$ cat src/rtl/lfpd_pkg.sv
`timescale 1ns / 1ps
// ----------------------------------------------------------------------------
// lfpd_pkg: shared types and constants of the line follower drive core
// Widths, codes and control structs used by the sequencer, the divider, the
// calibration store and the top level.
// ----------------------------------------------------------------------------
package lfpd_pkg;

  // Frame geometry
  localparam int CHANNELS    = 10;
  localparam int SAMPLE_BITS = 10;
  localparam int LEVEL_W     = SAMPLE_BITS + 1;
  localparam int CHAN_W      = $clog2(CHANNELS);
  localparam int CENTER      = CHANNELS / 2;
  localparam int FIRST_CHAN  = CENTER - 4;
  localparam int LAST_CHAN   = CENTER + 3;

  // Calibration reset levels
  localparam int MIN_RESET = 1 << SAMPLE_BITS;
  localparam int MAX_RESET = 1008;

  // Scaling datapath
  localparam int SCALE_TOP = 50;
  localparam int DIFF_W    = LEVEL_W + 1;
  localparam int NUM_W     = DIFF_W + 6;
  localparam int SCALED_W  = NUM_W + 1;
  localparam int SUM_W     = SCALED_W + 4;

  // Error and correction
  localparam int ERR_W     = 19;
  localparam int ERR_EXT_W = ERR_W + 1;
  localparam int GAIN_W    = 8;
  localparam int PROD_W    = ERR_EXT_W + GAIN_W + 1;
  localparam int CORR_W    = 32;
  localparam int DRIVE_W   = CORR_W + 1;
  localparam int LEVEL_OUT_W = 8;
  localparam int DRIVE_LIMIT = 255;

  // Division by three: the correction magnitude stays below 2^28, so
  // floor(x * ceil(2^30 / 3) / 2^30) is exact over that range
  localparam int THIRD_IN_W   = 28;
  localparam int THIRD_SHIFT  = 30;
  localparam int THIRD_PROD_W = THIRD_IN_W + THIRD_SHIFT;
  localparam int THIRD_RECIP  = 357913942;

  // Shared serial divider
  localparam int DIV_W   = CORR_W;
  localparam int DVSR_W  = DIFF_W;
  localparam int DIV_CNT_W = $clog2(DIV_W);

  // Configuration port
  localparam int CFG_IDX_W  = 2;
  localparam int CFG_DATA_W = 8;

  typedef logic [CHANNELS-1:0][SAMPLE_BITS-1:0] frame_t;
  typedef logic [CHANNELS-1:0][LEVEL_W-1:0]     levels_t;

  typedef enum logic [1:0] {
    KIND_RESTART = 2'd0,
    KIND_CAL     = 2'd1,
    KIND_STEP    = 2'd2,
    KIND_NONE    = 2'd3
  } kind_t;

  typedef enum logic [CFG_IDX_W-1:0] {
    REG_GAIN_P     = 2'd0,
    REG_GAIN_D     = 2'd1,
    REG_GAIN_I     = 2'd2,
    REG_BASE_SPEED = 2'd3
  } cfg_reg_t;

  typedef enum logic [3:0] {
    ST_IDLE,
    ST_LOAD,
    ST_START,
    ST_WAIT,
    ST_ACC,
    ST_ERR,
    ST_CORR_P,
    ST_CORR_D,
    ST_CORR_I,
    ST_THIRD,
    ST_FINISH
  } state_t;

  typedef enum logic [1:0] {
    MUL_P,
    MUL_D,
    MUL_I
  } mul_sel_t;

  // Sequencer to datapath
  typedef struct packed {
    logic     idle;
    logic     load_operands;
    logic     div_start;
    logic     third_load;
    logic     sum_acc;
    logic     err_load;
    logic     mul_en;
    mul_sel_t mul_sel;
    logic     result_load;
  } ctrl_t;

  // Datapath to sequencer
  typedef struct packed {
    logic step_go;
    logic div_done;
    logic span_zero;
    logic last_chan;
    logic out_blocked;
  } status_t;

endpackage

$ cat src/rtl/lfpd_cal.sv
`timescale 1ns / 1ps
// ----------------------------------------------------------------------------
// lfpd_cal: per-channel calibration store
// Holds the minimum and maximum level of every channel, applies restart and
// sample beats, and forms the midpoint line bits of a frame.
// ----------------------------------------------------------------------------
module lfpd_cal (
  input  logic                  clk,
  input  logic                  rst,
  input  logic                  update,
  input  lfpd_pkg::kind_t       kind,
  input  lfpd_pkg::frame_t      frame,
  output lfpd_pkg::levels_t     level_min,
  output lfpd_pkg::levels_t     level_max,
  output logic [lfpd_pkg::CHANNELS-1:0] line_bits
);

  // Update levels on an accepted restart or calibration beat
  always_ff @(posedge clk) begin
    if (rst) begin
      for (int i = 0; i < lfpd_pkg::CHANNELS; i++) begin
        level_min[i] <= lfpd_pkg::LEVEL_W'(lfpd_pkg::MIN_RESET);
        level_max[i] <= lfpd_pkg::LEVEL_W'(lfpd_pkg::MAX_RESET);
      end
    end else if (update) begin
      for (int i = 0; i < lfpd_pkg::CHANNELS; i++) begin
        if (kind == lfpd_pkg::KIND_RESTART) begin
          level_min[i] <= lfpd_pkg::LEVEL_W'(lfpd_pkg::MIN_RESET);
        end else if (kind == lfpd_pkg::KIND_CAL) begin
          if ({1'b0, frame[i]} > level_max[i]) begin
            level_max[i] <= {1'b0, frame[i]};
          end else if ({1'b0, frame[i]} < level_min[i]) begin
            level_min[i] <= {1'b0, frame[i]};
          end
        end
      end
    end
  end

  // Compare each sample against the midpoint of its channel
  always_comb begin
    logic [lfpd_pkg::LEVEL_W:0] mid_sum;
    for (int i = 0; i < lfpd_pkg::CHANNELS; i++) begin
      mid_sum = {1'b0, level_max[i]} + {1'b0, level_min[i]};
      line_bits[lfpd_pkg::CHANNELS-1-i] =
        {1'b0, frame[i]} > mid_sum[lfpd_pkg::LEVEL_W:1];
    end
  end

endmodule

$ cat config.mk
export PLATFORM = sky130hd
export DESIGN_NAME = lfpd_cal
export DESIGN_NICKNAME = d
export VERILOG_FILES = /design/src/rtl/lfpd_pkg.sv /design/src/rtl/lfpd_cal.sv
export SDC_FILE = /design/constraint.sdc
export NUM_CORES = 1
export LEC_CHECK = 0
export BUFFER_PORTS_ARGS = -buffer_cell sky130_fd_sc_hd__buf_2
export CORE_ASPECT_RATIO = 1.75
export CORE_MARGIN = 2
export CORE_UTILIZATION = 53
export CTS_CLUSTER_DIAMETER = 50
export DETAILED_ROUTE_END_ITERATION = 10
export GPL_TIMING_DRIVEN = 0
export PLACE_DENSITY_LB_ADDON = 0.1
export SLEW_MARGIN = 15
export SYNTH_ARGS = -nofsm -noshare
export SYNTH_HDL_FRONTEND = slang
export SYNTH_SLANG_ARGS = --single-unit
$ cat constraint.sdc
create_clock -name clk -period 3.4 [get_ports clk]
set_clock_uncertainty 0.1 [all_clocks]
set_input_delay 0.51 -clock clk [delete_from_list [all_inputs] [get_ports clk]]
set_output_delay 0.51 -clock clk [all_outputs]
set_load 0.03 [all_outputs]
==> results by group <==
Die
  • Full die area: 37500 µm²
  • # rows: 91
  • Die W: 147 µm
  • Initial Utilization: 53.9%
  • Die Ht: 255 µm
  • Core Area: 35300 µm²
  • Ports: 335

Clock network
  • TritonCTS clock tree: built
  • Hold buffer count at CTS: 0
  • CTS Buf Count: 27
  • Root buf cell: clkbuf_16
  • Max H-tree Level: 1
  • Clk Latency, worst-skew pair: 0.56 ns
  • CTS sink cnt: 210
  • Max Root-Sink Buffers: 3
  • Reg clk slew, reported paths: 0.06 ns

GRT
  • Largest net degree at the start of global routing: 14
  • Initial antenna violation count: 7
  • Global route total overflow: 0
  • Overall routing resource usage: 31.6%
  • First-pass GRT wire length: 95600 µm
  • Number of global-route vias before repair: 18900

Route
  • WL per Instance: 19.4 µm
  • Remaining DRCs: 0
  • DR iter-0 viols: 658
  • DR vias: 18500
  • Routed wire length: 61400 µm
  • Via density: 5.85
  • Pre-Repair DR Iteration Count: 5
  • Antenna viol nets, final: 0

Power
  • Logic pwr share: 30.0%
  • Seq pwr share: 33.4%
  • Sw frac: 34.9%
  • Int Pwr: 5060 µW
  • Clock power share: 36.6%
  • Power per cell area: 336 nW/µm²
  • LEAKAGE: 0.0114 µW
  • Worst vdd ir: 0.000333 V
  • Total Power: 7770 µW
  • NetSw: 2710 µW

Synth
  • Post-Synthesis Cells: 2286
  • Synth top area share: 25.0%
  • EDFF count, synth: 0
  • Dominant synthesized flop cell: dfxtp_1
  • Dominant cell type by area after synthesis: ha_1
  • Cell with the most instances after synthesis: ha_1
  • Synth Warn #: 0
  • Post-Syn Area: 19000 µm²
  • Syn Area/Cell: 8.33 µm²
  • Top cells by count, synth: 380 x ha_1, 312 x nand2_1, 228 x inv_1
  • Synth async-reset ratio: 0%
  • Synth Register Bits: 210
  • Sequential area share after synthesis: 22.1%
  • Synth top area cells: ha_1 25%, dfxtp_1 22%, mux2i_1 6.9%
  • Yosys cell types: 63

Placed design
  • Placer Congestion: 0.919
  • Placed wire-length estimate: 49000 µm
  • Input/output buffers: 323

Critical path
  • Crit path DAT: 3.68 ns
  • Worst EP required: 2.79 ns
  • Worst setup EP type: primary output
  • CP Class: register to primary output
  • Startpoint types: register
  • Max FO, Critical Path: 2

Layout
  • Final Net Count: 3174
  • Filler cells: 3116
  • Area grow syn2layout: 21.6%
  • Share of cells above drive strength 1: 23.7%

STA
  • Fin. max-slew vios: 0
  • RSZ-0062 raised after global routing: yes
  • Post-layout min period: 4.29 ns
  • # setup viols final: 10
  • Worst slew margin: 35.3%
  • Post-Route Setup TNS: -6.70 ns
  • Max Clk Rate: 233 MHz
  • Period Utilization, post-route: 126%
  • Fin. Hold Viols: 0
  • Slew at the pin closest to its max-slew limit: 0.970 ns
  • Fin worst setup slack: -0.891 ns

Worst hold path
  • Hold Crit Class: input pin to register

Run status
  • Status: finished with violations
  • Failing checks: negative setup slack

Run
  • Max-Cap Viols: 0
## cell families (layout without fill, tap and decap cells)
logic type / count (synthesis) / after routing / synth area share, %
compound gates: 547 / 547 / 19.6
xor+xnor: 90 / 90 / 4.14
fa+ha+maj: 390 / 390 / 26.0
buf+inv: 297 / 701 / 6.29
flops: 210 / 210 / 22.1
mux: 132 / 132 / 6.94
other cells: 1 / 17 / 0.0197
simple gates: 619 / 619 / 14.9
## cell usage in the layout, fill, tap and decap left out, types with 11 or more instances in the layout
cell type  Yosys  routed
xor2_1        49      49
ha_1         380     378
o21a_1        16      16
o21ai_1       11      12
a21o_1        79      79
o21ai_0       83      77
inv_1        228     228
a21boi_0      11      11
nor2b_1       26      23
mux2i_1      132     132
nand2b_1      24      24
nand2_1      312     309
nand4_1       38      38
clkbuf_1      36      40
xnor2_1       41      41
nor3_1        23      21
o211ai_1      58      58
a32o_1        12      12
a21oi_1      151     116
buf_4         16      54
nor2_1        85      83
dfxtp_2        0      35
o21bai_1      19      17
clkbuf_16      0      28
nand3_1       68      59
dfxtp_1      210     150
dfxtp_4        0      25
a31o_2        15      15
a21oi_2        0      29
buf_2         12     325
## timing repair
item                                    CTS  global route
buffers inserted                         27             5
endpoints found under the setup margin   10            10
pin swaps                                41            46
resized for setup                        73            30
## metrics by stage
step                      setup slack, ns  cells  utilization (%)  hold slack, ns  cell area [µm²]
final                              -0.891   3171             65.6           0.120            23100
after global routing                -1.07   3169             65.6           0.113            23100
after CTS                          -0.924   3159             65.1          0.0943            23000
after detailed placement           -0.465   3083             61.2           0.371            21600
after global placement             -0.359   3083             61.2           0.365            21600
after floorplan                   -0.0949   2295                -           0.418            19400
## worst paths after layout
| path | start | to | slack [ns] | cells past startpoint |
|---|---|---|---|---|
| max | level_min[77] | line_bits[2] | -0.89 | 15 |
| min | frame[60] | level_min[66] | 0.12 | 3 |
| max reg2reg | level_min[46] | level_min[45] | 0.55 | 9 |
| min reg2reg | level_min[58] | level_min[58] | 0.38 | 2 |
## sequential cells by signal, indices dropped and copies added, names as in the netlist
signal	count
level_max	100
level_min	110
## power groups by stage
| stage | sequential (µW) | clock (µW) | combinational, µW |
|---|---|---|---|
| 2_1_floorplan | 2740 | 0 | 1390 |
| 3_3_place_gp | 2650 | 0 | 2070 |
| 3_5_place_dp | 2650 | 0 | 2140 |
| 4_1_cts | 2590 | 2880 | 2280 |
| 5_1_grt | 2600 | 2980 | 2570 |
| 6_report | 2590 | 2850 | 2340 |
## routing by layer
metal  vias up  GRT usage [%]  part of all wire (%)
li1       8939              -                     -
met3       194           4.60                   5.0
met4         2           17.0                   5.5
met1      8888           32.0                    36
met5         -              0                 0.011
met2       521           61.7                    53
## layout make-up
type / count / area (µm²) / area share, %
Antenna cell: 7 / 17.5 / 0.0757
Sequential cell: 210 / 4340 / 18.8
Inverter: 229 / 860 / 3.71
Timing Repair Buffer: 355 / 1900 / 8.20
Clock buffer: 32 / 716 / 3.09
Buffer: 68 / 338 / 1.46
Clock inverter: 17 / 140 / 0.606
Tap cell: 465 / 582 / 2.51
Multi-Input combinational cell: 1788 / 14300 / 61.6
## worst max-delay path: stages (launching register included)
cell       delay (ns)
dfxtp_4          0.34
and2_4           0.15
fa_2             0.36
a21o_1           0.18
a21oi_2          0.15
o211ai_1         0.15
a31o_2           0.28
a21oi_2          0.14
xor2_1           0.17
ha_1             0.26
a2111o_1         0.39
o22ai_1          0.17
a21oi_1          0.06
o2111ai_1        0.11
a21oi_2          0.06
buf_6            0.15
Power figures use the tool's default switching activity.
