### config.mk
export PLATFORM = sky130hd
export DESIGN_NAME = lfpd_div
export DESIGN_NICKNAME = d
export VERILOG_FILES = /design/src/rtl/lfpd_pkg.sv /design/src/rtl/lfpd_div.sv
export SDC_FILE = /design/constraint.sdc
export NUM_CORES = 1
export LEC_CHECK = 0
export BUFFER_PORTS_ARGS = -buffer_cell sky130_fd_sc_hd__buf_4
export CORE_MARGIN = 2
export CORE_UTILIZATION = 53
export DETAILED_ROUTE_END_ITERATION = 6
export GPL_TIMING_DRIVEN = 0
export MAX_ROUTING_LAYER = met4
export PLACE_DENSITY = 0.8
export SYNTH_ARGS = -nofsm -noshare
export SYNTH_HDL_FRONTEND = slang
export SYNTH_SLANG_ARGS = --single-unit
### constraint.sdc
create_clock -name clk -period 3.1 [get_ports clk]
set_input_delay 0.93 -clock clk [delete_from_list [all_inputs] [get_ports clk]]
set_output_delay 0.93 -clock clk [all_outputs]
set_load 0.005 [all_outputs]
### src/rtl/lfpd_pkg.sv
`timescale 1ns / 1ps
// ----------------------------------------------------------------------------
// lfpd_pkg: shared types and constants of the line follower drive core
// Widths, codes and control structs used by the sequencer, the divider, the
// calibration store and the top level.
// ----------------------------------------------------------------------------
package lfpd_pkg;

  // Frame geometry
  localparam int CHANNELS    = 10;
  localparam int SAMPLE_BITS = 10;
  localparam int LEVEL_W     = SAMPLE_BITS + 1;
  localparam int CHAN_W      = $clog2(CHANNELS);
  localparam int CENTER      = CHANNELS / 2;
  localparam int FIRST_CHAN  = CENTER - 4;
  localparam int LAST_CHAN   = CENTER + 3;

  // Calibration reset levels
  localparam int MIN_RESET = 1 << SAMPLE_BITS;
  localparam int MAX_RESET = 1008;

  // Scaling datapath
  localparam int SCALE_TOP = 50;
  localparam int DIFF_W    = LEVEL_W + 1;
  localparam int NUM_W     = DIFF_W + 6;
  localparam int SCALED_W  = NUM_W + 1;
  localparam int SUM_W     = SCALED_W + 4;

  // Error and correction
  localparam int ERR_W     = 19;
  localparam int ERR_EXT_W = ERR_W + 1;
  localparam int GAIN_W    = 8;
  localparam int PROD_W    = ERR_EXT_W + GAIN_W + 1;
  localparam int CORR_W    = 32;
  localparam int DRIVE_W   = CORR_W + 1;
  localparam int LEVEL_OUT_W = 8;
  localparam int DRIVE_LIMIT = 255;

  // Division by three: the correction magnitude stays below 2^28, so
  // floor(x * ceil(2^30 / 3) / 2^30) is exact over that range
  localparam int THIRD_IN_W   = 28;
  localparam int THIRD_SHIFT  = 30;
  localparam int THIRD_PROD_W = THIRD_IN_W + THIRD_SHIFT;
  localparam int THIRD_RECIP  = 357913942;

  // Shared serial divider
  localparam int DIV_W   = CORR_W;
  localparam int DVSR_W  = DIFF_W;
  localparam int DIV_CNT_W = $clog2(DIV_W);

  // Configuration port
  localparam int CFG_IDX_W  = 2;
  localparam int CFG_DATA_W = 8;

  typedef logic [CHANNELS-1:0][SAMPLE_BITS-1:0] frame_t;
  typedef logic [CHANNELS-1:0][LEVEL_W-1:0]     levels_t;

  typedef enum logic [1:0] {
    KIND_RESTART = 2'd0,
    KIND_CAL     = 2'd1,
    KIND_STEP    = 2'd2,
    KIND_NONE    = 2'd3
  } kind_t;

  typedef enum logic [CFG_IDX_W-1:0] {
    REG_GAIN_P     = 2'd0,
    REG_GAIN_D     = 2'd1,
    REG_GAIN_I     = 2'd2,
    REG_BASE_SPEED = 2'd3
  } cfg_reg_t;

  typedef enum logic [3:0] {
    ST_IDLE,
    ST_LOAD,
    ST_START,
    ST_WAIT,
    ST_ACC,
    ST_ERR,
    ST_CORR_P,
    ST_CORR_D,
    ST_CORR_I,
    ST_THIRD,
    ST_FINISH
  } state_t;

  typedef enum logic [1:0] {
    MUL_P,
    MUL_D,
    MUL_I
  } mul_sel_t;

  // Sequencer to datapath
  typedef struct packed {
    logic     idle;
    logic     load_operands;
    logic     div_start;
    logic     third_load;
    logic     sum_acc;
    logic     err_load;
    logic     mul_en;
    mul_sel_t mul_sel;
    logic     result_load;
  } ctrl_t;

  // Datapath to sequencer
  typedef struct packed {
    logic step_go;
    logic div_done;
    logic span_zero;
    logic last_chan;
    logic out_blocked;
  } status_t;

endpackage

### src/rtl/lfpd_div.sv
`timescale 1ns / 1ps
// ----------------------------------------------------------------------------
// lfpd_div: shared restoring divider
// Unsigned serial divider, one quotient bit per cycle. Quotient holds after
// done until the next start.
// ----------------------------------------------------------------------------
module lfpd_div (
  input  logic                             clk,
  input  logic                             rst,
  input  logic                             start,
  input  logic [lfpd_pkg::DIV_W-1:0]       dividend,
  input  logic [lfpd_pkg::DVSR_W-1:0]      divisor,
  output logic                             done,
  output logic [lfpd_pkg::DIV_W-1:0]       quotient
);

  logic                              busy;
  logic [lfpd_pkg::DIV_CNT_W-1:0]    cnt;
  logic [lfpd_pkg::DVSR_W-1:0]       dvsr;
  logic [lfpd_pkg::DVSR_W-1:0]       rem;
  logic [lfpd_pkg::DIV_W-1:0]        quo;
  logic [lfpd_pkg::DVSR_W:0]         rem_sh;
  logic [lfpd_pkg::DVSR_W:0]         rem_sub;
  logic                              fits;

  // Shift in the next dividend bit and try a subtract
  always_comb begin
    rem_sh  = {rem, quo[lfpd_pkg::DIV_W-1]};
    rem_sub = rem_sh - {1'b0, dvsr};
    fits    = rem_sh >= {1'b0, dvsr};
  end

  // Control: count the steps, pulse done after the last one
  always_ff @(posedge clk) begin
    if (rst) begin
      busy <= 1'b0;
      cnt  <= '0;
      done <= 1'b0;
    end else begin
      done <= 1'b0;
      if (start) begin
        busy <= 1'b1;
        cnt  <= '0;
      end else if (busy) begin
        cnt <= cnt + 1'b1;
        if (cnt == lfpd_pkg::DIV_CNT_W'(lfpd_pkg::DIV_W - 1)) begin
          busy <= 1'b0;
          done <= 1'b1;
        end
      end
    end
  end

  // Datapath: partial remainder and quotient shift register
  always_ff @(posedge clk) begin
    if (start) begin
      dvsr <= divisor;
      rem  <= '0;
      quo  <= dividend;
    end else if (busy) begin
      rem <= fits ? rem_sub[lfpd_pkg::DVSR_W-1:0] : rem_sh[lfpd_pkg::DVSR_W-1:0];
      quo <= {quo[lfpd_pkg::DIV_W-2:0], fits};
    end
  end

  assign quotient = quo;

endmodule

==> flow_summary.ini, run 1 <==
[outcome]
status = finished clean

[global_route]
grt_pass1_vias = 2369
grt-ovfl-total = 0
grt_pass1_wl_um = 11200
grt_max_degree = 33
grt_use_total = 0.239
grt_antenna_before_repair = 0

[cts]
cts_tree = built
cts_buffers = 9
clkLatencyLatePin_ns = 0.35
cts_resized = 0
postCtsHoldBufs = 0
root_buffer = clkbuf_8
cts_max_path_buffers = 2
path_clk_slew_ns = 0.07
h-tree-depth = 3
post_cts_buffers = 0
cts_sinks = 63

[sta]
slew_headroom = 0.126
clock_skew_ns = 0.00857
rsz0062_at_grt = no
setup_tns_ns = 0
finalCritPeriodShare = 0.884
setup_viol = 0
finalHoldViolCount = 0
maxSlewViolCount = 0
worstMarginPinSlew_ns = 1.31
finalCriticalPeriod_ns = 2.74
fmax_mhz = 365

[logic_synthesis]
synth_seq_cells = 63
syn-num-nets = 326
netlist_instances = 264
async_flop_share = 0
syn_avg_cell_area_um2 = 11.9
synth_cell_types = 44
ys_seq_area_frac = 0.544
synth_edf_count = 44
synth_ff_type = edfxtp_1
ys_warn_count = 0
syn_area_um2 = 3130

[floorplan]
start_util = 0.558
ios = 80
die_h_um = 80.9
core-area_um2 = 5610
dieArea_um2 = 6540
num_rows = 27
dieWidth_um = 80.9

[placed_design]
place.detailed.hpwl_um = 5200
finalWeightedCongestion = 0.870
port_buffers = 79

[power]
leakagePower_uw = 0.00170
ir_worst_vdd_v = 0.000334
p_per_area_nw_per_um2 = 541

[final_layout]
final_util = 0.715
diodes = 0
layout_common_cells = buf_4 (79), edfxtp_1 (44), mux2_2 (32)
drive_gt1_frac = 0.362
areaGrowthSynthToFinish_pct = 28.0
num-nets-final = 416
mostFrequentLayoutCell = buf_4

[routing]
dr_total_vias = 2372
post_drt_wl_per_cell_um = 16.5
drtAntennaViolNets = 0
drt-initial-drc-count = 166
routed_via_density = 5.50
drc = 0
drt_wl_total_um = 7100
dr.pass1.iters = 4

[worst_hold_path]
hp-class = reg -> reg

[critical_path]
path_class = in -> reg
worstSetupStartpointType = primary input
crit_path_end_kind = flip-flop
cp.arrival_ns = 2.69
path_max_fanout = 32
crit_required_ns = 3.05

[run]
drv_cap = 0
## power breakdown
part           internal [µW]  switching [µW]  total (µW)  leakage, µW
logic                    229             216         446      0.00101
clock network            359             326         686    0.0000898
registers                992            46.5        1040     0.000595
total                   1580             589        2170      0.00170
## worst max-delay path, stage by stage
cell      delay [ns]
buf_4           0.20
clkbuf_1        0.33
inv_1           0.23
nand2_1         1.00
## cells by family after synthesis
kind of cell | synth area share
flip-flops | 0.544
AND/OR/NAND/NOR | 0.104
multiplexers | 0.122
adder cells (fa/ha/maj) | 0.0624
AO/OA/AOI/OAI | 0.108
buffers and inverters | 0.0328
XOR/XNOR | 0.0280
## flip-flops by register name, summed over array words and instances, names as in the netlist
name,cells
quotient,32
done,1
rem,12
cnt,5
busy,1
dvsr,12
## cell usage after synthesis (all sizes together), types with 4 or more instances
library cell  instances  area (µm²)
xnor2                 4        35.0
a311oi                7        61.3
mux2                 32         360
dfxtp                19         380
clkbuf                9        33.8
o21ai                 8        40.0
a21oi                 7        35.0
and2                  4        25.0
ha                   14         175
nand3                 6        30.0
inv                  17        63.8
nor2                 24        92.6
nand2                17        63.8
xor2                  6        52.6
edfxtp               44        1320
## final timing paths
path	cells past startpoint	startpoint	to	slack [ns]
max	4	start	quotient[4]	0.36
min	2	rem[4]	rem[5]	0.50
max reg2reg	8	dvsr[6]	quotient[0]	0.57
min reg2reg	2	rem[4]	rem[5]	0.50
## metal layers
metal | vias up | global-route usage | share of wire
met3 | 15 | 0.0456 | 0.056
met5 | - | - | 0
li1 | 1151 | - | -
met1 | 1127 | 0.309 | 0.44
met2 | 79 | 0.358 | 0.48
met4 | 0 | 0.129 | 0.024
## through the flow
step / cells / hold slack, ns / cell area (µm²) / power (µW) / setup slack, ns
6_report: 431 / 0.504 / 4010 / 2170 / 0.359
5_1_grt: 431 / 0.525 / 4010 / 2270 / 0.181
4_1_cts: 431 / 0.501 / 4010 / 2180 / 0.332
3_5_place_dp: 415 / 0.494 / 3810 / 1500 / -0.0478
3_3_place_gp: 415 / 0.487 / 3810 / 1480 / -0.0266
2_1_floorplan: 264 / 0.467 / 3130 / 1310 / 0.714
## final cells by class
cell class | count | area [µm²]
Buffer | 10 | 38.8
Clock buffer | 12 | 166
Clock inverter | 4 | 27.5
Fill cell | 419 | 1600
Inverter | 17 | 63.8
Multi-Input combinational cell | 174 | 1330
Sequential cell | 63 | 1700
Tap cell | 72 | 90.1
Timing Repair Buffer | 79 | 593
Power figures use the tool's default switching activity.
==> run 2, diff against run 1 <==
- CORE_ASPECT_RATIO: unset -> 0.5
- CORE_MARGIN: 2 -> unset
- SETUP_SLACK_MARGIN: unset -> 0.02
==> flow_summary.ini, run 2 (synthesis gave the netlist of run 1 again) <==
[outcome]
status = finished clean

[floorplan]
ios = 80
core-area_um2 = 5590
start_util = 0.560
dieWidth_um = 111
die_h_um = 56.3
dieArea_um2 = 6240
num_rows = 19

[placed_design]
pre_cts_slack_ns = -0.0698
port_buffers = 79
dp_cells = 416
place.detailed.hpwl_um = 4720
finalWeightedCongestion = 0.846

[final_layout]
mostFrequentLayoutCell = buf_4
num-nets-final = 416
final_util = 0.730
layout_common_cells = buf_4 (79), edfxtp_1 (44), mux2_2 (32)
layout.cells.non_filler = 432
drive_gt1_frac = 0.357
diodes = 0
areaGrowthSynthToFinish_pct = 30.3
largest_register_ffs = 32

[routing]
dr.pass1.iters = 4
dr_total_vias = 2384
drt_wl_total_um = 6710
drtAntennaViolNets = 0
routed_via_density = 5.52
drt-initial-drc-count = 138
drc = 0
post_drt_wl_per_cell_um = 15.5

[sta]
finalCriticalPeriod_ns = 2.82
finalCritPeriodShare = 0.909
setup_viol = 0
setup_tns_ns = 0
slew_headroom = 0.122
rsz0062_at_grt = no
finalHoldViolCount = 0
worstMarginPinSlew_ns = 1.31
fmax_mhz = 355
clock_skew_ns = 0.00545
maxSlewViolCount = 0
setup_ws_ns = 0.283

[cts]
postCtsHoldBufs = 0
cts_buffers = 9
root_buffer = clkbuf_16
clkLatencyLatePin_ns = 0.33
path_clk_slew_ns = 0.05
post_cts_buffers = 0
h-tree-depth = 3
cts_tree = built
cts_max_path_buffers = 2
cts_sinks = 63
cts_resized = 0

[worst_hold_path]
min_to = rem[5]
hp-class = reg -> reg
whs_path_depth = 2
hp-start = rem[4]

[power]
p_per_area_nw_per_um2 = 581
leakagePower_uw = 0.00173
ir_worst_vdd_v = 0.000378

[critical_path]
path_class = in -> reg
path_max_fanout = 32
reg2reg_setup_slack_ns = 0.56
crit_required_ns = 3.04
worstSetupStartpointType = primary input
r2r-end = quotient[0]
crit_path_end_kind = flip-flop
startpoint = start
cp.arrival_ns = 2.75
reg2reg_depth = 8
timing.rr.start = dvsr[6]

[global_route]
gr-max-usage-layer = met2
met3_usage = 0.0713
grt_use_total = 0.236
grt_pass1_wl_um = 10900
grt_antenna_before_repair = 0
grt-ovfl-total = 0
grt_pass1_vias = 2303
use_met2 = 0.377
grt_use_met1 = 0.278
grt_max_degree = 33

[run]
drv_cap = 0
-- run 2: cell count changes in the layout (fill, tap and decap cells not counted), sizes merged --
cell / change
clkbuf: -3
clkinv: +4
clkinvlp: -1
-- run 2: worst max-delay path, stage by stage --
cell and delay, ns:
buf_4 0.20, clkbuf_1 0.35, inv_1 0.25, nand2_1 1.01
-- run 2: how the worst max path moves through the flow --
stage,to,slack (ns),cells past startpoint
final,quotient[4],0.28,4
after global routing,quotient[4],0.13,4
after CTS,quotient[4],0.27,4
after detailed placement,quotient[22],-0.07,4
after global placement,quotient[13],-0.02,4
after floorplan,quotient[0],0.71,3
-- run 2: layout make-up --
class | count | area, µm²
Clock buffer | 9 | 225
Buffer | 10 | 38.8
Inverter | 17 | 63.8
Fill cell | 386 | 1510
Timing Repair Buffer | 79 | 593
Multi-Input combinational cell | 174 | 1330
Sequential cell | 63 | 1700
Clock inverter | 7 | 40.0
Tap cell | 73 | 91.3
-- run 2: power by group --
part / total (µW) / switching [µW] / internal, µW
combinational: 447 / 216 / 231
clock: 885 / 354 / 531
sequential: 1040 / 44.3 / 994
total: 2370 / 615 / 1760
-- run 2: stage by stage --
stage | area, µm² | total power (µW) | hold slack, ns
floorplan | 3130 | 1310 | 0.467
global placement | 3810 | 1470 | 0.479
detailed placement | 3810 | 1490 | 0.490
CTS | 4080 | 2380 | 0.499
global route | 4080 | 2470 | 0.520
finish | 4080 | 2370 | 0.498
-- run 2: per-layer routing --
metal / vias to the layer above / part of all wire
li1: 1155 / -
met1: 1151 / 0.44
met2: 70 / 0.51
met3: 8 / 0.037
met4: 0 / 0.013
met5: - / 0
==> run 3, diff against run 2 <==
- REMOVE_ABC_BUFFERS: unset -> 1
==> flow_summary.ini, run 3 (synthesis gave the netlist of run 1 again) <==
[cts]
path_clk_slew_ns = 0.05
cts_max_path_buffers = 2
h-tree-depth = 3
post_cts_buffers = 0
cts_sinks = 63
clkLatencyLatePin_ns = 0.32
cts_buffers = 9
cts_resized = 0
root_buffer = clkbuf_16
cts_tree = built
postCtsHoldBufs = 0

[placed_design]
pre_cts_slack_ns = -0.169
finalWeightedCongestion = 0.831
dp_cells = 406
place.detailed.hpwl_um = 4230
port_buffers = 79

[routing]
drt-initial-drc-count = 138
post_drt_wl_per_cell_um = 15.1
dr.pass1.iters = 4
drc = 0
routed_via_density = 5.51
drtAntennaViolNets = 0
dr_total_vias = 2326
drt_wl_total_um = 6380

[critical_path]
path_max_fanout = 12
path_class = reg -> reg
crit_path_end_kind = flip-flop
reg2reg_setup_slack_ns = 0.53
worstSetupStartpointType = flip-flop
crit_required_ns = 3.32
cp.arrival_ns = 2.79

[floorplan]
num_rows = 19
ios = 80
die_h_um = 56.3
dieArea_um2 = 6240
core-area_um2 = 5590
dieWidth_um = 111
start_util = 0.560

[sta]
finalCritPeriodShare = 0.829
maxSlewViolCount = 0
finalHoldViolCount = 0
fmax_mhz = 389
slew_headroom = 0.334
setup_tns_ns = 0
worstMarginPinSlew_ns = 0.998
clock_skew_ns = 0.00740
finalCriticalPeriod_ns = 2.57
setup_ws_ns = 0.531
setup_viol = 0
rsz0062_at_grt = no

[outcome]
status = finished clean

[global_route]
grt_use_total = 0.222
grt_antenna_before_repair = 0
grt_max_degree = 57
grt_pass1_vias = 2330
grt_pass1_wl_um = 10500
grt-ovfl-total = 0

[final_layout]
mostFrequentLayoutCell = buf_4
nFillCells = 374
num-nets-final = 406
largest_register_ffs = 32
diodes = 0
layout.cells.non_filler = 422
seqCellArea_um2 = 1700
drive_gt1_frac = 0.367
areaGrowthSynthToFinish_pct = 30.5
multi_input_area_um2 = 1330
layout_common_cells = buf_4 (79), edfxtp_1 (44), mux2_2 (32)

[worst_hold_path]
hp-class = reg -> reg

[power]
leakagePower_uw = 0.00174
ir_worst_vdd_v = 0.000401
p_per_area_nw_per_um2 = 615
power.total_uw = 2510

[run]
drv_cap = 0
run 3: cell types whose count changed in the layout (fill, tap and decap cells not counted), sizes merged:
cell / change
clkbuf: -6
clkinv: -3
bufinv: +2
clkinvlp: -2
buf: -1
run 3: cell type report:
class | count | share of cell area
clock buffers | 12 | 0.0579
clock inverters | 4 | 0.0172
inverters | 17 | 0.0156
multi-input cells | 174 | 0.325
flip-flops and latches | 63 | 0.417
well taps | 73 | 0.0224
repair buffers | 79 | 0.145
run 3: final timing paths:
kind,startpoint,end,cells after the start
hold / removal,rem[3],rem[4],2
setup / recovery,dvsr[6],rem[1],8
setup reg to reg,dvsr[6],rem[1],8
hold reg to reg,rem[3],rem[4],2
run 3: stage by stage:
| stage | area, µm² | util | hold slack (ns) |
|---|---|---|---|
| floorplan | 3090 | - | 0.466 |
| global placement | 3780 | 0.676 | 0.479 |
| detailed placement | 3780 | 0.676 | 0.491 |
| CTS | 4080 | 0.731 | 0.499 |
| global route | 4090 | 0.731 | 0.522 |
| finish | 4090 | 0.731 | 0.496 |
run 3: worst max-delay path, stage by stage, from the launching register on:
cell and delay (ns):
edfxtp_1 0.32, inv_1 0.04, ha_1 0.37, a21o_1 0.22, a221o_1 0.36, a31o_1 0.27
or2_1 0.38, and2_1 0.25, o41ai_2 0.26
run 3: metal layers:
layer  share of wire  vias to the layer above  track usage
li1                -                     1139            -
met1            0.42                     1113        0.260
met2            0.52                       66        0.374
met3           0.047                        8       0.0594
met4           0.013                        0       0.0838
met5               0                        -            -
run 3: power breakdown:
group	switching (µW)	internal (µW)	total [µW]	leakage, µW
Sequential	49.5	993	1040	0.000595
Combinational	205	227	431	0.000998
Clock	338	701	1040	0.000151
