**src/rtl/lfpd_pkg.sv**
```systemverilog
`timescale 1ns / 1ps
// ----------------------------------------------------------------------------
// lfpd_pkg: shared types and constants of the line follower drive core
// Widths, codes and control structs used by the sequencer, the divider, the
// calibration store and the top level.
// ----------------------------------------------------------------------------
package lfpd_pkg;

  // Frame geometry
  localparam int CHANNELS    = 10;
  localparam int SAMPLE_BITS = 10;
  localparam int LEVEL_W     = SAMPLE_BITS + 1;
  localparam int CHAN_W      = $clog2(CHANNELS);
  localparam int CENTER      = CHANNELS / 2;
  localparam int FIRST_CHAN  = CENTER - 4;
  localparam int LAST_CHAN   = CENTER + 3;

  // Calibration reset levels
  localparam int MIN_RESET = 1 << SAMPLE_BITS;
  localparam int MAX_RESET = 1008;

  // Scaling datapath
  localparam int SCALE_TOP = 50;
  localparam int DIFF_W    = LEVEL_W + 1;
  localparam int NUM_W     = DIFF_W + 6;
  localparam int SCALED_W  = NUM_W + 1;
  localparam int SUM_W     = SCALED_W + 4;

  // Error and correction
  localparam int ERR_W     = 19;
  localparam int ERR_EXT_W = ERR_W + 1;
  localparam int GAIN_W    = 8;
  localparam int PROD_W    = ERR_EXT_W + GAIN_W + 1;
  localparam int CORR_W    = 32;
  localparam int DRIVE_W   = CORR_W + 1;
  localparam int LEVEL_OUT_W = 8;
  localparam int DRIVE_LIMIT = 255;

  // Division by three: the correction magnitude stays below 2^28, so
  // floor(x * ceil(2^30 / 3) / 2^30) is exact over that range
  localparam int THIRD_IN_W   = 28;
  localparam int THIRD_SHIFT  = 30;
  localparam int THIRD_PROD_W = THIRD_IN_W + THIRD_SHIFT;
  localparam int THIRD_RECIP  = 357913942;

  // Shared serial divider
  localparam int DIV_W   = CORR_W;
  localparam int DVSR_W  = DIFF_W;
  localparam int DIV_CNT_W = $clog2(DIV_W);

  // Configuration port
  localparam int CFG_IDX_W  = 2;
  localparam int CFG_DATA_W = 8;

  typedef logic [CHANNELS-1:0][SAMPLE_BITS-1:0] frame_t;
  typedef logic [CHANNELS-1:0][LEVEL_W-1:0]     levels_t;

  typedef enum logic [1:0] {
    KIND_RESTART = 2'd0,
    KIND_CAL     = 2'd1,
    KIND_STEP    = 2'd2,
    KIND_NONE    = 2'd3
  } kind_t;

  typedef enum logic [CFG_IDX_W-1:0] {
    REG_GAIN_P     = 2'd0,
    REG_GAIN_D     = 2'd1,
    REG_GAIN_I     = 2'd2,
    REG_BASE_SPEED = 2'd3
  } cfg_reg_t;

  typedef enum logic [3:0] {
    ST_IDLE,
    ST_LOAD,
    ST_START,
    ST_WAIT,
    ST_ACC,
    ST_ERR,
    ST_CORR_P,
    ST_CORR_D,
    ST_CORR_I,
    ST_THIRD,
    ST_FINISH
  } state_t;

  typedef enum logic [1:0] {
    MUL_P,
    MUL_D,
    MUL_I
  } mul_sel_t;

  // Sequencer to datapath
  typedef struct packed {
    logic     idle;
    logic     load_operands;
    logic     div_start;
    logic     third_load;
    logic     sum_acc;
    logic     err_load;
    logic     mul_en;
    mul_sel_t mul_sel;
    logic     result_load;
  } ctrl_t;

  // Datapath to sequencer
  typedef struct packed {
    logic step_go;
    logic div_done;
    logic span_zero;
    logic last_chan;
    logic out_blocked;
  } status_t;

endpackage

```
**src/rtl/lfpd_seq.sv**
```systemverilog
`timescale 1ns / 1ps
// ----------------------------------------------------------------------------
// lfpd_seq: control step sequencer
// Walks the inner channels through the shared divider, then the error,
// the three gain products, the division by three and the result load.
// ----------------------------------------------------------------------------
module lfpd_seq (
  input  logic               clk,
  input  logic               rst,
  input  lfpd_pkg::status_t  status,
  output lfpd_pkg::ctrl_t    ctrl,
  output lfpd_pkg::state_t   st
);

  lfpd_pkg::state_t state;
  lfpd_pkg::state_t state_next;

  always_ff @(posedge clk) begin
    if (rst) begin
      state <= lfpd_pkg::ST_IDLE;
    end else begin
      state <= state_next;
    end
  end

  // Next state
  always_comb begin
    state_next = state;
    unique case (state)
      lfpd_pkg::ST_IDLE: begin
        if (status.step_go) state_next = lfpd_pkg::ST_LOAD;
      end
      lfpd_pkg::ST_LOAD:  state_next = lfpd_pkg::ST_START;
      lfpd_pkg::ST_START: begin
        state_next = status.span_zero ? lfpd_pkg::ST_ACC : lfpd_pkg::ST_WAIT;
      end
      lfpd_pkg::ST_WAIT: begin
        if (status.div_done) state_next = lfpd_pkg::ST_ACC;
      end
      lfpd_pkg::ST_ACC: begin
        state_next = status.last_chan ? lfpd_pkg::ST_ERR : lfpd_pkg::ST_LOAD;
      end
      lfpd_pkg::ST_ERR:    state_next = lfpd_pkg::ST_CORR_P;
      lfpd_pkg::ST_CORR_P: state_next = lfpd_pkg::ST_CORR_D;
      lfpd_pkg::ST_CORR_D: state_next = lfpd_pkg::ST_CORR_I;
      lfpd_pkg::ST_CORR_I: state_next = lfpd_pkg::ST_THIRD;
      lfpd_pkg::ST_THIRD:  state_next = lfpd_pkg::ST_FINISH;
      lfpd_pkg::ST_FINISH: begin
        if (!status.out_blocked) state_next = lfpd_pkg::ST_IDLE;
      end
      default: state_next = lfpd_pkg::ST_IDLE;
    endcase
  end

  // Outputs
  always_comb begin
    ctrl               = '0;
    ctrl.mul_sel       = lfpd_pkg::MUL_P;
    ctrl.idle          = state == lfpd_pkg::ST_IDLE;
    ctrl.load_operands = state == lfpd_pkg::ST_LOAD;
    ctrl.div_start     = state == lfpd_pkg::ST_START && !status.span_zero;
    ctrl.third_load    = state == lfpd_pkg::ST_THIRD;
    ctrl.sum_acc       = state == lfpd_pkg::ST_ACC;
    ctrl.err_load      = state == lfpd_pkg::ST_ERR;
    ctrl.result_load   = state == lfpd_pkg::ST_FINISH && !status.out_blocked;
    unique case (state)
      lfpd_pkg::ST_CORR_P: begin
        ctrl.mul_en  = 1'b1;
        ctrl.mul_sel = lfpd_pkg::MUL_P;
      end
      lfpd_pkg::ST_CORR_D: begin
        ctrl.mul_en  = 1'b1;
        ctrl.mul_sel = lfpd_pkg::MUL_D;
      end
      lfpd_pkg::ST_CORR_I: begin
        ctrl.mul_en  = 1'b1;
        ctrl.mul_sel = lfpd_pkg::MUL_I;
      end
      default: begin
        ctrl.mul_en  = 1'b0;
      end
    endcase
  end

  assign st = state;

endmodule

```
**config.mk**
```make
export PLATFORM = sky130hd
export DESIGN_NAME = lfpd_seq
export DESIGN_NICKNAME = d
export VERILOG_FILES = /design/src/rtl/lfpd_pkg.sv /design/src/rtl/lfpd_seq.sv
export SDC_FILE = /design/constraint.sdc
export NUM_CORES = 1
export LEC_CHECK = 0
export CAP_MARGIN = 10
export CORE_AREA = 4 4 41 43
export DETAILED_ROUTE_END_ITERATION = 16
export DIE_AREA = 0 0 45 47
export DONT_BUFFER_PORTS = 1
export PLACE_DENSITY_LB_ADDON = 0.1
export SLEW_MARGIN = 20
export SYNTH_ARGS = -nofsm -noshare
export SYNTH_HDL_FRONTEND = slang
export SYNTH_SLANG_ARGS = --single-unit
export TNS_END_PERCENT = 20
```
**constraint.sdc**
```tcl
create_clock -name clk -period 1.66 [get_ports clk]
set_input_delay 0.332 -clock clk [delete_from_list [all_inputs] [get_ports clk]]
set_output_delay 0.332 -clock clk [all_outputs]
set_load 0.05 [all_outputs]
```
==> results by group, run 1 <==
Power and ir drop
  – Sw Pwr: roughly 0.00045 W
  – Sw Ratio: 0.505
  – Logic pwr share: 0.610
  – Sequential Power Share: 0.240
  – Clock Power Share: 0.150
  – Internal power: 0.000438 W
  – PD cells: 1190 mW/mm2
  – Peak supply drop: 0.00107 V
  – Leakage power figure: approximately 0.26 nW

Drt
  – Initial DRC count: 11
  – DRC viols: 0
  – Vias: 454
  – Routed wire length: 1.24 mm
  – DR vias/cell: 5.47
  – WL/cell: 14.9 um
  – DRT Pass-1 Iters: 4
  – Antenna Violating Nets Remaining: 0

Final layout
  – Area added between synthesis and finish: 85.6%
  – Final Instance Area: 743 um2
  – Number of flip-flops in the largest register: 4
  – Non-Filler Instances: 83
  – NumNets Final: 76
  – Finished Core Util: 0.571
  – Layout cell share with drive strength beyond 1: 0.632
  – Ant diodes: 0

Synthesis
  – Leading cell types by count after synthesis: nor2_1 (8), dfxtp_1 (4)
  – Most frequent cell after synthesis: nor2_1
  – Top post-synthesis cells by area: dfxtp_1 (20%), buf_6 (8.4%), nor2_1 (7.5%)
  – Gate Count Post-Synth: 51
  – Ys async rst share: 0
  – Ys Warns: 0
  – Syn_nets: 58
  – Post-Syn Area: 400 um2
  – Top FF cell, synth: dfxtp_1
  – Synth top area share: 0.200
  – Cell taking the most area after synthesis: dfxtp_1
  – Number of enable flip-flop cells after synthesis: 0
  – Seq/Total Area, Yosys: 0.200
  – Flops & latches, synth: 4
  – Unique masters post-synth: 26
  – Syn Area/Cell: 7.85 um2

Timing
  – Final WS setup: 63.8 ps
  – Fmax achieved: 0.626 GHz
  – # setup viols final: 0
  – RSZ-0062 raised after global routing: no
  – Worst slew pin tran: 366 ps
  – Final Slew Violations: 0
  – Crit path time final: 1600 ps
  – Worst Skew: between 9 and 10 ps
  – Final Hold Viols: 0
  – Setup tns final: 0 ps
  – Period utilization: 0.962
  – Worst-case headroom to the max-slew limit: 0.755

Clock network
  – CTS Buf Count: 3
  – Clock Sinks: 4
  – CTS Hold Buffers Added: 0
  – H-tree Lvls: 1
  – Longest Clk Path Bufs: 2
  – Root Driver: clkbuf_4
  – Clk slew on worst S/H paths: 50 ps
  – TritonCTS clock tree: done
  – Clock latency on the worst-skew pair: 240 ps

Global route
  – Vias in the first global route: 453
  – First-pass GRT wire length: about 2.0 mm
  – Pin count of the biggest net entering global routing: 20
  – GRT Overall Usage: 0.132
  – Overflow after GRT: 0
  – Initial antenna violation count: 0

Placed design
  – Routability cong.: 0.846
  – HPWL after DPL: 971 um
  – Post-placement cell area: 674 um2
  – Setup WS pre-CTS: 215 ps
  – Placed Cells: 75
  – Port Buffers: 0

Worst setup path
  – Crit path buffers/inverters: 0
  – Worst Reg-to-Reg Cells: 5
  – Reg2Reg Setup Slack: 390 ps
  – Crit-path max cell delay: 400 ps
  – Critical Path AT: approximately 1300 ps
  – Endpoint class of the critical path: output port
  – R2R Path End: st[1]$_SDFFE_PP0P_
  – Crit path max-delay family: flip-flops
  – Critical path class: flop to output port
  – RR Startpoint: st[2]$_SDFFE_PP0P_
  – CP max stage cell: dfxtp_4
  – Critical Path RT: approximately 1300 ps
  – Crit Path Max Fanout: 14
  – CP cell instances: nand2b_4 > nor3_4 > o21bai_4
  – CP Launch Type: flop

Status
  – Status: finished, final reports clean

Worst hold path
  – Worst Hold Class: input port to flop
  – Hold path depth: 1
  – Hold path endpoint: st[2]$_SDFFE_PP0P_
  – Hold_sp: rst

Run
  – Max-Cap Viols: 0

Floorplan
  – Core Rows: 13
  – Die Y: 47 um
  – I/O pin cnt: 21
  – Die width: 45 um
  – Core footprint: 0.00130 mm2
  – Starting Density: 0.308
  – Die area: 0.00212 mm2
==> how the worst max path moves through the flow <==
stage / start / endpoint / slack (ps) / cells after the start
2_1_floorplan: st[1]$_SDFFE_PP0P_ / ctrl[3] / -180 / 4
3_3_place_gp: st[0]$_SDFFE_PP0P_ / ctrl[4] / 240 / 3
3_5_place_dp: st[0]$_SDFFE_PP0P_ / ctrl[1] / 210 / 3
4_1_cts: st[3]$_SDFFE_PP0P_ / ctrl[7] / 1 / 3
5_1_grt: st[1]$_SDFFE_PP0P_ / ctrl[3] / 6 / 3
6_report: st[1]$_SDFFE_PP0P_ / ctrl[3] / 60 / 3
==> metal layers <==
metal,GRT usage,share of wire
met3,0.0690,0.076
met4,0.0175,0
met2,0.246,0.54
met5,0,0
met1,0.134,0.38
==> repair_timing <==
item / CTS / global route
setup endpoints to repair: 2 / 5
setup buffers: 0 / 4
pin swaps: 0 / 0
gates resized for setup: 1 / 3
==> cell families (layout without fill, tap and decap cells) <==
kind of cell / Yosys count / in the layout / synth area share
DFF: 4 / 4 / 0.200
buffers and inverters: 6 / 23 / 0.131
and+or+nand+nor: 28 / 28 / 0.416
AOI/OAI and AO/OA: 13 / 13 / 0.253
==> layout by cell type, fill, tap and decap left out, drive strengths merged <==
master / instances
buf: 18
nor2: 9
nor4: 5
dfxtp: 4
nor3: 4
clkbuf: 4
nor2b: 3
a21oi: 3
nand2b: 3
nand2: 3
a31oi: 2
o21ai: 2
inv: 1
o21bai: 1
a32oi: 1
nor3b: 1
o31ai: 1
o22ai: 1
o211ai: 1
o41ai: 1
==> layout make-up <==
| cell class | instances | area, um2 |
|---|---|---|
| fill | 112 | 558 |
| multi-input combinational | 41 | 377 |
| timing repair buffer | 18 | 223 |
| sequential | 4 | 95.1 |
| clock buffer | 4 | 26.3 |
| tap | 15 | 18.8 |
| inverter | 1 | 3.75 |
==> stage by stage <==
| step | power, W | hold WS (ps) |
|---|---|---|
| 6_report | 0.000885 | 164 |
| 2_1_floorplan | 0.000601 | 397 |
| 4_1_cts | 0.000842 | 159 |
| 5_1_grt | 0.000940 | 145 |
| 3_3_place_gp | 0.000699 | 400 |
| 3_5_place_dp | 0.000704 | 402 |
==> power groups by stage <==
stage | clock network, W | logic (W) | registers (W)
final | 0.000133 | 0.000540 | 0.000213
after global placement | 0 | 0.000474 | 0.000226
after global routing | 0.000150 | 0.000570 | 0.000220
after detailed placement | 0 | 0.000476 | 0.000228
after floorplan | 0 | 0.000400 | 0.000201
after CTS | 0.000137 | 0.000477 | 0.000228
Note: power is estimated with default switching activity, not from simulation.
==> run 2, diff against run 1 <==
--- a/config.mk
+++ b/config.mk
@@ -5,12 +5,13 @@
 export SDC_FILE = /design/constraint.sdc
 export NUM_CORES = 1
 export LEC_CHECK = 0
+export ABC_AREA = 1
 export CAP_MARGIN = 10
 export CORE_AREA = 4 4 41 43
 export DETAILED_ROUTE_END_ITERATION = 16
 export DIE_AREA = 0 0 45 47
 export DONT_BUFFER_PORTS = 1
-export PLACE_DENSITY_LB_ADDON = 0.1
+export PLACE_DENSITY = 0.42
 export SLEW_MARGIN = 20
 export SYNTH_ARGS = -nofsm -noshare
 export SYNTH_HDL_FRONTEND = slang
==> run 2 against run 1 <==
  * Final cell count is 9.6% higher
  * Sequential share of layout area rose by 2.9 points
  * Wire length shrank 22%
  * Combinational power is 24% higher
  * Global-route usage fell by 2.0 points
  * Utilization down 14 points
  * Synthesized area down 10%
  * Clock power barely moved
  * Die area did not move
  * Hold slack got worse by 15 ps
  * Sequential power fell by 13%
  * Total power increased by 12%
==> results by group, run 2 <==
Status
  – Status: finished, final reports clean (unchanged)

Synthesis
  – Syn_nets: 66 (was 58)
  – Flops & latches, synth: 4 (unchanged)
  – Ys async rst share: 0 (unchanged)
  – Seq/Total Area, Yosys: 0.223 (was 0.200)
  – Main combinational cell family by area after synthesis: simple AND/OR/NAND/NOR gates (unchanged)
  – Unique masters post-synth: 20 (was 26)
  – Cell taking the most area after synthesis: dfxtp_1 (unchanged)
  – Number of enable flip-flop cells after synthesis: 0 (unchanged)
  – Synth top area share: 0.223 (was 0.200)
  – Gate Count Post-Synth: 59 (was 51)
  – Multiplexer share of the synthesized area: 0 (unchanged)
  – Post-Syn Area: 359 um2 (was 400 um2)
  – Ys Warns: 0 (unchanged)
  – Top FF cell, synth: dfxtp_1 (unchanged)
  – Top post-synthesis cells by area: dfxtp_1 (22%), inv_1 (11%), nand2_1 (10%) (was dfxtp_1 (20%), buf_6 (8.4%), nor2_1 (7.5%))
  – Synth Area in Compound Gates: 0.115 (was 0.253)
  – XOR/XNOR Fraction of Synth Area: 0 (unchanged)
  – Synth Area in Adders: 0 (unchanged)
  – Syn Area/Cell: 6.09 um2 (was 7.85 um2)
  – Leading cell types by count after synthesis: inv_1 (11), nand2_1 (10), nor2_1 (10), dfxtp_1 (4), nor2_2 (4) (was nor2_1 (8), dfxtp_1 (4))
  – Most frequent cell after synthesis: inv_1 (was nor2_1)
  – Synth Area in Simple Gates: 0.526 (was 0.416)

Drt
  – Routed wire length: 963 um (was 1.24 mm)
  – Initial DRC count: 3 (was 11)
  – DRT Pass-1 Iters: 4 (unchanged)
  – DR vias/cell: 4.33 (was 5.47)
  – DRC viols: 0 (unchanged)
  – Vias: 394 (was 454)
  – WL/cell: 10.6 um (was 14.9 um)
  – Antenna Violating Nets Remaining: 0 (unchanged)

Clock network
  – Total setup buffers inserted after CTS: 0 (unchanged)
  – H-tree Lvls: 1 (unchanged)
  – CTS Hold Buffers Added: 0 (unchanged)
  – Clk slew on worst S/H paths: 40 ps (was 50 ps)
  – Longest Clk Path Bufs: 2 (unchanged)
  – Clock latency on the worst-skew pair: 240 ps (about the same)
  – TritonCTS clock tree: done (unchanged)
  – Root Driver: clkbuf_4 (unchanged)
  – Clock Sinks: 4 (unchanged)
  – CTS Buf Count: 3 (unchanged)

Timing
  – Final Hold Viols: 0 (unchanged)
  – Fmax achieved: 0.636 GHz (was 0.626 GHz)
  – Worst-case headroom to the max-slew limit: 0.848 (was 0.755)
  – RSZ-0062 raised after global routing: no (unchanged)
  – # setup viols final: 0 (unchanged)
  – Worst Skew: 8.97 ps (was 9.83 ps)
  – Worst slew pin tran: 228 ps (was 366 ps)
  – Final WS setup: 88.5 ps (was 63.8 ps)
  – Final Slew Violations: 0 (unchanged)
  – Crit path time final: 1570 ps (was 1600 ps)
  – Final hold slack: 149 ps (was 164 ps)
  – Period utilization: 0.947 (was 0.962)

Global route
  – Pin count of the biggest net entering global routing: 8 (was 20)
  – GRT Overall Usage: 0.112 (was 0.132)
  – Vias in the first global route: 385 (was 453)
  – First-pass GRT wire length: 1.66 mm (was 2.05 mm)
  – Initial antenna violation count: 0 (unchanged)
  – Overflow after GRT: 0 (unchanged)

Worst setup path
  – CP Launch Type: flop (unchanged)
  – Worst Reg-to-Reg Cells: 7 (was 5)
  – Critical path class: flop to output port (unchanged)
  – Critical Path RT: 1330 ps (about the same)
  – Critical Path AT: 1240 ps (was 1260 ps)
  – Crit Path Max Fanout: 7 (was 14)
  – Reg2Reg Setup Slack: 360 ps (was 390 ps)
  – R2R Path End: st[3]$_SDFFE_PP0P_ (was st[1]$_SDFFE_PP0P_)
  – RR Startpoint: st[3]$_SDFFE_PP0P_ (was st[2]$_SDFFE_PP0P_)
  – Endpoint class of the critical path: output port (unchanged)

Final layout
  – Most common cell after layout, fill and taps aside: buf_4 (unchanged)
  – Commonest non-fill, non-tap cells in the layout: buf_4 (11), inv_1 (10), nand2_1 (9) (was buf_4 (11), nor2_1 (7), buf_12 (7))
  – Number of flip-flops in the largest register: 4 (unchanged)
  – Area added between synthesis and finish: 55.4% (was 85.6%)
  – Ant diodes: 0 (unchanged)
  – Layout cell share with drive strength beyond 1: 0.500 (was 0.632)
  – NumNets Final: 84 (was 76)

Floorplan
  – Core footprint: 0.00130 mm2 (unchanged)
  – I/O pin cnt: 21 (unchanged)
  – Die width: 45 um (unchanged)
  – Core Rows: 13 (unchanged)
  – Starting Density: 0.276 (was 0.308)
  – Die Y: 47 um (unchanged)
  – Die area: 0.00212 mm2 (unchanged)

Power and ir drop
  – Peak supply drop: 0.000525 V (was 0.00107 V)
  – Leakage power figure: 0.266 nW (was 0.257 nW)
  – PD cells: 1770 mW/mm2 (was 1190 mW/mm2)

Run
  – Max-Cap Viols: 0 (unchanged)

Worst hold path
  – Worst Hold Class: input port to flop (unchanged)
  – Hold path endpoint: st[2]$_SDFFE_PP0P_ (unchanged)
  – Hold path depth: 1 (unchanged)
  – Hold_sp: rst (unchanged)

Placed design
  – Routability cong.: 0.744 (was 0.846)
  – Setup WS pre-CTS: 304 ps (was 215 ps)
  – Port Buffers: 0 (unchanged)
  – HPWL after DPL: 856 um (was 971 um)
==> run 2: cells by family after synthesis <==
group,after synthesis
simple gates,35
buf+inv,13
flops,4
compound gates,7
==> run 2: area by class of cell <==
cell class                      instances  area, um2
Tap cell                               15       18.8
Inverter                               13       52.6
Clock buffer                            4       26.3
Fill cell                             146        743
Sequential cell                         4       87.6
Timing Repair Buffer                   13        123
Multi-Input combinational cell         42        250
==> run 2: worst max path at each step <==
stage	start	to
global placement	st[3]$_SDFFE_PP0P_	ctrl[3]
floorplan	st[0]$_SDFFE_PP0P_	ctrl[8]
CTS	st[3]$_SDFFE_PP0P_	ctrl[3]
global route	st[2]$_SDFFE_PP0P_	ctrl[7]
finish	st[2]$_SDFFE_PP0P_	ctrl[7]
detailed placement	st[3]$_SDFFE_PP0P_	ctrl[3]
==> run 2: what timing repair did <==
action	4_1_cts	5_1_grt
endpoints found under the setup margin	0	1
endpoints found under the hold margin	0	0
resized for setup	0	2
==> run 2: report_power, final <==
part / internal, W / leakage, nW / switching (W)
Combinational: 0.000201 / 0.217 / 0.000470
Clock: 0.0000903 / 0.0150 / 0.0000412
Sequential: 0.000133 / 0.0347 / 0.0000534
==> run 2: worst max-delay path: stages, from the launching register on <==
cell,delay [ps]
dfxtp_4,360
nor2_2,220
nand3_1,160
inv_1,120
buf_12,140
==> run 2: metrics by stage <==
stage	power (W)	cell area [um2]	TNS (ps)	utilization	instances
2_1_floorplan	0.000683	383	-376	-	59
3_3_place_gp	0.000868	524	0	0.403	87
3_5_place_dp	0.000868	524	0	0.403	87
4_1_cts	0.00101	551	0	0.423	91
5_1_grt	0.00108	558	0	0.429	91
6_report	0.000990	558	0	0.429	91
==> run 2: metal layers <==
metal  wire, um  global-route usage  share of wire
met5          0                   0              0
met4         12               0.105          0.012
met3         68              0.0153          0.071
met2        464               0.175           0.48
met1        418               0.132           0.43
